### src/rtl/abd_pkg.sv
package abd_pkg;

  localparam int unsigned CfgIdxW  = 3;
  localparam int unsigned CfgDataW = 16;
  localparam int unsigned DivNumW  = 42;
  localparam int unsigned DivDenW  = 16;

  typedef enum logic [2:0] {
    CFG_SENS = 3'd0,
    CFG_HPC  = 3'd1,
    CFG_LPC  = 3'd2,
    CFG_REFR = 3'd3,
    CFG_PLEN = 3'd4,
    CFG_WARM = 3'd5
  } cfg_idx_e;

  typedef enum logic [1:0] {
    FN_PUSH  = 2'd0,
    FN_END   = 2'd1,
    FN_QUERY = 2'd2,
    FN_CLEAR = 2'd3
  } func_e;

  localparam logic [2:0] DEC_BELOW  = 3'd0;
  localparam logic [2:0] DEC_NORISE = 3'd1;
  localparam logic [2:0] DEC_UNARM  = 3'd2;
  localparam logic [2:0] DEC_LOCKED = 3'd3;
  localparam logic [2:0] DEC_HIT    = 3'd4;

  localparam logic REPLY_DECISION = 1'b0;
  localparam logic REPLY_PULSE    = 1'b1;

  typedef struct packed {
    logic [2:0]  sens;
    logic [7:0]  hpc;
    logic [7:0]  lpc;
    logic [15:0] refr;
    logic [15:0] plen;
    logic [7:0]  warm;
  } abd_cfg_t;

  typedef struct packed {
    func_e       func;
    logic [11:0] sample;
    logic [31:0] now;
  } abd_item_t;

  function automatic logic [7:0] floor_of(input logic [2:0] sel);
    logic [7:0] r;
    unique case (sel)
      3'd0:    r = 8'd144;
      3'd1:    r = 8'd100;
      3'd2:    r = 8'd64;
      3'd3:    r = 8'd36;
      default: r = 8'd16;
    endcase
    return r;
  endfunction

  function automatic logic [8:0] ratio_of(input logic [2:0] sel);
    logic [8:0] r;
    unique case (sel)
      3'd0:    r = 9'd300;
      3'd1:    r = 9'd250;
      3'd2:    r = 9'd200;
      3'd3:    r = 9'd150;
      default: r = 9'd100;
    endcase
    return r;
  endfunction

  function automatic logic [23:0] sat24(input logic [31:0] v);
    return (v > 32'h00FF_FFFF) ? 24'hFF_FFFF : v[23:0];
  endfunction

  // One Q8 first-order step: st + (diff * k) / 256, truncated toward zero, clamped.
  function automatic logic signed [31:0] filter_step(input logic signed [31:0] st,
                                                    input logic signed [33:0] diff,
                                                    input logic [7:0] k);
    logic signed [42:0] p;
    logic signed [34:0] t;
    logic signed [35:0] s;
    p = diff * $signed({1'b0, k});
    if (p < 0) t = 35'((p + 43'sd255) >>> 8);
    else       t = 35'(p >>> 8);
    s = 36'(st) + 36'(t);
    if (s > 36'sd2147483647)       return 32'sh7FFF_FFFF;
    else if (s < -36'sd2147483648) return 32'sh8000_0000;
    else                           return s[31:0];
  endfunction

endpackage

### src/rtl/abd_front.sv
module abd_front (
  input  logic               clk_i,
  input  logic               rst_ni,
  input  logic               in_valid_i,
  output logic               in_stall_o,
  input  logic [1:0]         func_i,
  input  logic [11:0]        sample_i,
  input  logic [31:0]        now_ms_i,
  output logic               item_valid_o,
  input  logic               item_pop_i,
  output abd_pkg::abd_item_t item_o
);
  import abd_pkg::*;

  abd_item_t  mem_q [2];
  logic       wr_q, rd_q;
  logic [1:0] cnt_q;
  logic       push;

  assign in_stall_o   = (cnt_q == 2'd2);
  assign item_valid_o = (cnt_q != 2'd0);
  assign item_o       = mem_q[rd_q];
  assign push         = in_valid_i && !in_stall_o;

  // classify the function code on entry
  always_ff @(posedge clk_i) begin
    if (push) begin
      mem_q[wr_q] <= '{func: func_e'(func_i), sample: sample_i, now: now_ms_i};
    end
  end

  always_ff @(posedge clk_i or negedge rst_ni) begin
    if (!rst_ni) begin
      wr_q  <= 1'b0;
      rd_q  <= 1'b0;
      cnt_q <= 2'd0;
    end else begin
      if (push) wr_q <= ~wr_q;
      if (item_pop_i) rd_q <= ~rd_q;
      unique case ({push, item_pop_i})
        2'b10:   cnt_q <= cnt_q + 2'd1;
        2'b01:   cnt_q <= cnt_q - 2'd1;
        default: cnt_q <= cnt_q;
      endcase
    end
  end

endmodule

### config.mk
export PLATFORM = sky130hd
export DESIGN_NAME = abd_front
export DESIGN_NICKNAME = d
export VERILOG_FILES = /design/src/rtl/abd_pkg.sv /design/src/rtl/abd_front.sv
export SDC_FILE = /design/constraint.sdc
export NUM_CORES = 1
export LEC_CHECK = 0
export ABC_CLOCK_PERIOD_IN_PS = 4600
export BUFFER_PORTS_ARGS = -buffer_cell sky130_fd_sc_hd__buf_4
export CAP_MARGIN = 5
export CORE_ASPECT_RATIO = 0.7
export CORE_UTILIZATION = 35
export DETAILED_ROUTE_END_ITERATION = 8
export SLEW_MARGIN = 20
export SYNTH_ARGS = -nofsm -noshare
export SYNTH_HDL_FRONTEND = slang
export SYNTH_SLANG_ARGS = --single-unit
### constraint.sdc
create_clock -name clk_i -period 4.6 [get_ports clk_i]
set_input_delay 1.15 -clock clk_i [delete_from_list [all_inputs] [get_ports clk_i]]
set_output_delay 1.15 -clock clk_i [all_outputs]
set_load 0.05 [all_outputs]
After elaboration in Yosys (flattened, before gate mapping)
Memory sizes are Yosys's and may differ from the RTL's.
Cells that the tools add are included.

storage, ports and cells
  bits in registers = 4
  bits in writable memories = 92
  bits of input ports = 50
  output and inout bits = 48
  logic and storage cells = 18
  memories = 1

cells by class
  add/sub/neg operators = 2
  eq/ne operators = 3
  multiplexer cells = 3
  bitwise gates (word level) = 2
  reductions and logical operators = 4

memory list
  memory  depth  bits a word  rd ports  clocked after Yosys merged registers in  write ports  line             RTL
  mem_q   2      46           1         0                                        1            abd_front.sv:15  abd_item_t mem_q [2];

operators by type and width
  operator                                                                number
  2-bit equality test (second input constant)                             2
  2-bit case mux with 2 select lines                                      1
  2-bit nonzero test                                                      2
  2-bit by 1-bit adder with 2-bit output (second input constant)          1
  2-bit by 1-bit equality test with 1-bit output (second input constant)  1
  1-bit 2-to-1 mux                                                        2
  1-bit inverter                                                          2
  2-bit by 1-bit subtractor with 2-bit output (second input constant)     1
  1-bit logical AND                                                       1
  1-bit logical NOT                                                       1

Logic depth before layout (Yosys ltp)
  depth after elaboration = 5
  gate-level depth with buffers = 6
  mapped depth without buffers = 6

Worst setup path after synthesis
Ideal clock, no wire load.

  path type = input to register
  start = in in_valid_i
  end = mem mem_q[0][0] in the netlist's numbering, enable pin
  setup time = 0.450 ns
  arrival = 3.176 ns
  data required time = 4.150 ns
  slack = 0.974 ns
  stages on the path = 2
  path buffers = 0
  cells stage by stage = nand2_1 nor2_1

between the ends
  longest elaborated chain between the ends = 3

ends and longest elaborated chain
  item                                    line             RTL
  start: declaration                      abd_front.sv:4   input logic in_valid_i,
  1-bit logical AND                       abd_front.sv:23  assign push = in_valid_i && !in_stall_o;
  1-bit 2-to-1 mux                        abd_front.sv:27  if (push) begin
  1-bit 2-to-1 mux (implied by the code)  abd_front.sv:28  mem_q[wr_q] <= '{func: func_e'(func_i), sample: sample_i, now: now_ms_i};
  end: declaration                        abd_front.sv:15

Every way passes these cells.

==> run metrics <==
status finished, final reports clean; clock tree sinks 96; Pwr Density 742 nW/um^2; slowest stage delay, CP 0.64 ns; Hold Buf Count CTS 0; Root Driver clkbuf_16; hold path depth 1; chip width 124 um; syn_nets 211; CTS max path bufs 2; busiest grt layer met2; FF-to-FF path depth 4; Leakage 1.85 nW; worst-margin pin slew 0.848 ns; worst endpoint data arrival time 1.95 ns; mux share of post-synthesis cell area 0.174; Final Worst Setup Slack 1.50 ns; FP Rows 30; RSZ-0062 raised after global routing false; crit path launch type flop; Synth Area per Inst 22.7 um^2; synthesis warning total 0; Buffers on Ports 97; skew final 0.00262 ns; total number of vias 1,771; Sw Pwr 1.41 mW; Mapped Area 3630 um^2; met1 usage 0.153; share of layout cells above drive strength 1 0.601; final setup fails 0; XOR/XNOR Fraction of Synth Area 0.0121; Slowest-stage cell, CP dfrtp_2; Routed wire per std cell 15.5 um; critical path class reg -> out; drt drc 0; Skew-Pair Late Insertion Delay 0.33 ns; Sw Share 0.397; setup tns final 0 ns; post-synthesis sequential area ratio 0.788; Inserted Diodes 0; total die area 10,800 um^2; register area 2860 um^2; Synth Area in Compound Gates 0; critical-path cell list buf_4 > mux2_2 > buf_4; Max Freq 322 MHz; cell mode on critical path buf_4; initial antenna violation count 0; vias in the first global route 1,875; Worst path top cell family by delay flip-flops; global-route usage over all layers 0.123; Worst-path clk slew 0.06 ns; r2r setup slk 2.45 ns; Pint 2.13 mW; TritonCTS clock tree done; final worst-path cycle share 0.674; worst hold path type reg -> reg; die extent in y 87.2 um; Worst EP required 3.45 ns; area delta synth->final 31.4%; Syn Inst Count 160; GR Layer Usage met2 0.188; pre-CTS WS 1.75 ns; relative slew slack 0.433; combinational share of power 0.451; largest net degree at the start of global routing 47; post-route minimum period 3.10 ns; multi-input logic area 729 um^2; synth unique cells 15; Worst Hold Path EP cnt_q[1]$_DFFE_PN0P_; Filler cells 855; CTS buffer count 9; VDD IR max 0.369 mV; largest family of logic cells by synthesized area multiplexers; crit path buf inv count 2; Starting Density 0.368; postcts setup bufs 0; post-synthesis sequential element count 96; Sequential Power Share 0.362; RR Endpoint mem_q[0][42]$_DFFE_PP_; hold path start cnt_q[1]$_DFFE_PN0P_; Worst R2R Start cnt_q[0]$_DFFE_PN0P_; Slew Limit Fails 0; Post-Route WL 6200 um; clock network fraction of design power 0.187; Placer Congestion 0.690; boundary pin count 98; final-report hold violation count 0; Crit Path Max Fanout 18; Via-to-Cell Ratio 4.44; Post-DP HPWL 3970 um; Post-DRT Antenna Nets 0; met3 usage 0.0622; Max Cap Viol 0; Resized cells post-CTS 0; hold slack 0.496 ns; initial DRC count 49; NumNets Final 317; core area 9870 um^2; 1st-pass router iterations 3; global-route wire length before repair 9460 um; Synth Area in Adders 0.00344; Crit. End Element output pin; Synth Area in Simple Gates 0.00826; H-tree level count 3; total gr overflow 0
-- power by group through the flow --
stage / clock (mW) / sequential (mW) / combinational [mW]
CTS: 0.679 / 1.29 / 1.63
global placement: 0 / 1.30 / 1.62
global route: 0.706 / 1.31 / 1.68
finish: 0.662 / 1.28 / 1.60
detailed placement: 0 / 1.31 / 1.62
floorplan: 0 / 1.26 / 1.25
-- per-stage QoR --
stage / instances / instance area (um^2) / util / total power [mW]
floorplan: 160 / 3630 / - / 2.51
global placement: 383 / 4500 / 0.456 / 2.92
detailed placement: 383 / 4510 / 0.457 / 2.93
CTS: 399 / 4770 / 0.484 / 3.59
global route: 399 / 4770 / 0.484 / 3.69
finish: 399 / 4770 / 0.484 / 3.54
-- routing by layer --
layer,vias to the layer above,wire length (um)
met2,73,2730
met4,0,68
met5,-,0
met1,855,2820
li1,835,-
met3,8,594
-- layout make-up --
cell class / instances / share of cell area
clock buffer: 11 / 0.0487
multi-input combinational: 58 / 0.153
inverter: 1 / 0.000786
clock inverter: 5 / 0.00708
tap: 128 / 0.0335
sequential: 96 / 0.600
timing repair buffer: 100 / 0.157
-- cell usage in the layout (no fill, tap or decap), drive strengths merged --
cell type  count
buf          100
nand2          1
xor2           2
dfrtp          4
mux2          46
clkbuf        11
clkinvlp       4
ha             1
xnor2          3
edfxtp        92
or2            1
and3           1
nand2b         1
clkinv         1
inv            1
nor2           2
-- Yosys cell counts --
cell / count / area share
and3_1: 1 / 0.0017
xor2_1: 2 / 0.0048
nand2_1: 1 / 0.0010
dfrtp_1: 4 / 0.028
buf_6: 4 / 0.012
buf_2: 1 / 0.0014
ha_1: 1 / 0.0034
edfxtp_1: 92 / 0.76
mux2_4: 30 / 0.12
nand2b_1: 1 / 0.0017
mux2_2: 16 / 0.050
or2_2: 1 / 0.0017
nor2_1: 2 / 0.0021
inv_1: 1 / 0.0010
xnor2_1: 3 / 0.0072
-- flip-flops by register name, indices dropped and copies added, names as in the netlist --
register	flops
mem_q	92
wr_q	1
rd_q	1
cnt_q	2
-- worst max-delay path by stage --
stage / start / end / slack, ns / cells past startpoint
floorplan: in_valid_i / mem_q[0][0]$_DFFE_PP_ / 0.97 / 2
global placement: in_valid_i / mem_q[0][38]$_DFFE_PP_ / 1.79 / 4
detailed placement: in_valid_i / mem_q[0][38]$_DFFE_PP_ / 1.75 / 4
CTS: rd_q$_DFFE_PN0P_ / item_o[33] / 1.42 / 3
global route: rd_q$_DFFE_PN0P_ / item_o[1] / 1.40 / 3
finish: rd_q$_DFFE_PN0P_ / item_o[33] / 1.50 / 3
-- kinds of logic after synthesis --
logic type / count (synthesis)
DFF: 96
muxes: 46
buffers and inverters: 6
and+or+nand+nor: 6
xor gates and xnor gates: 5
adders and majority gates: 1
-- worst reg2reg max path, stage by stage, from the launching register on --
cell and delay [ns]:
dfrtp_1 0.40, nand2b_1 0.17, nand2_1 0.15, nor2_4 0.67
buf_4 0.43
Power figures use the tool's default switching activity.
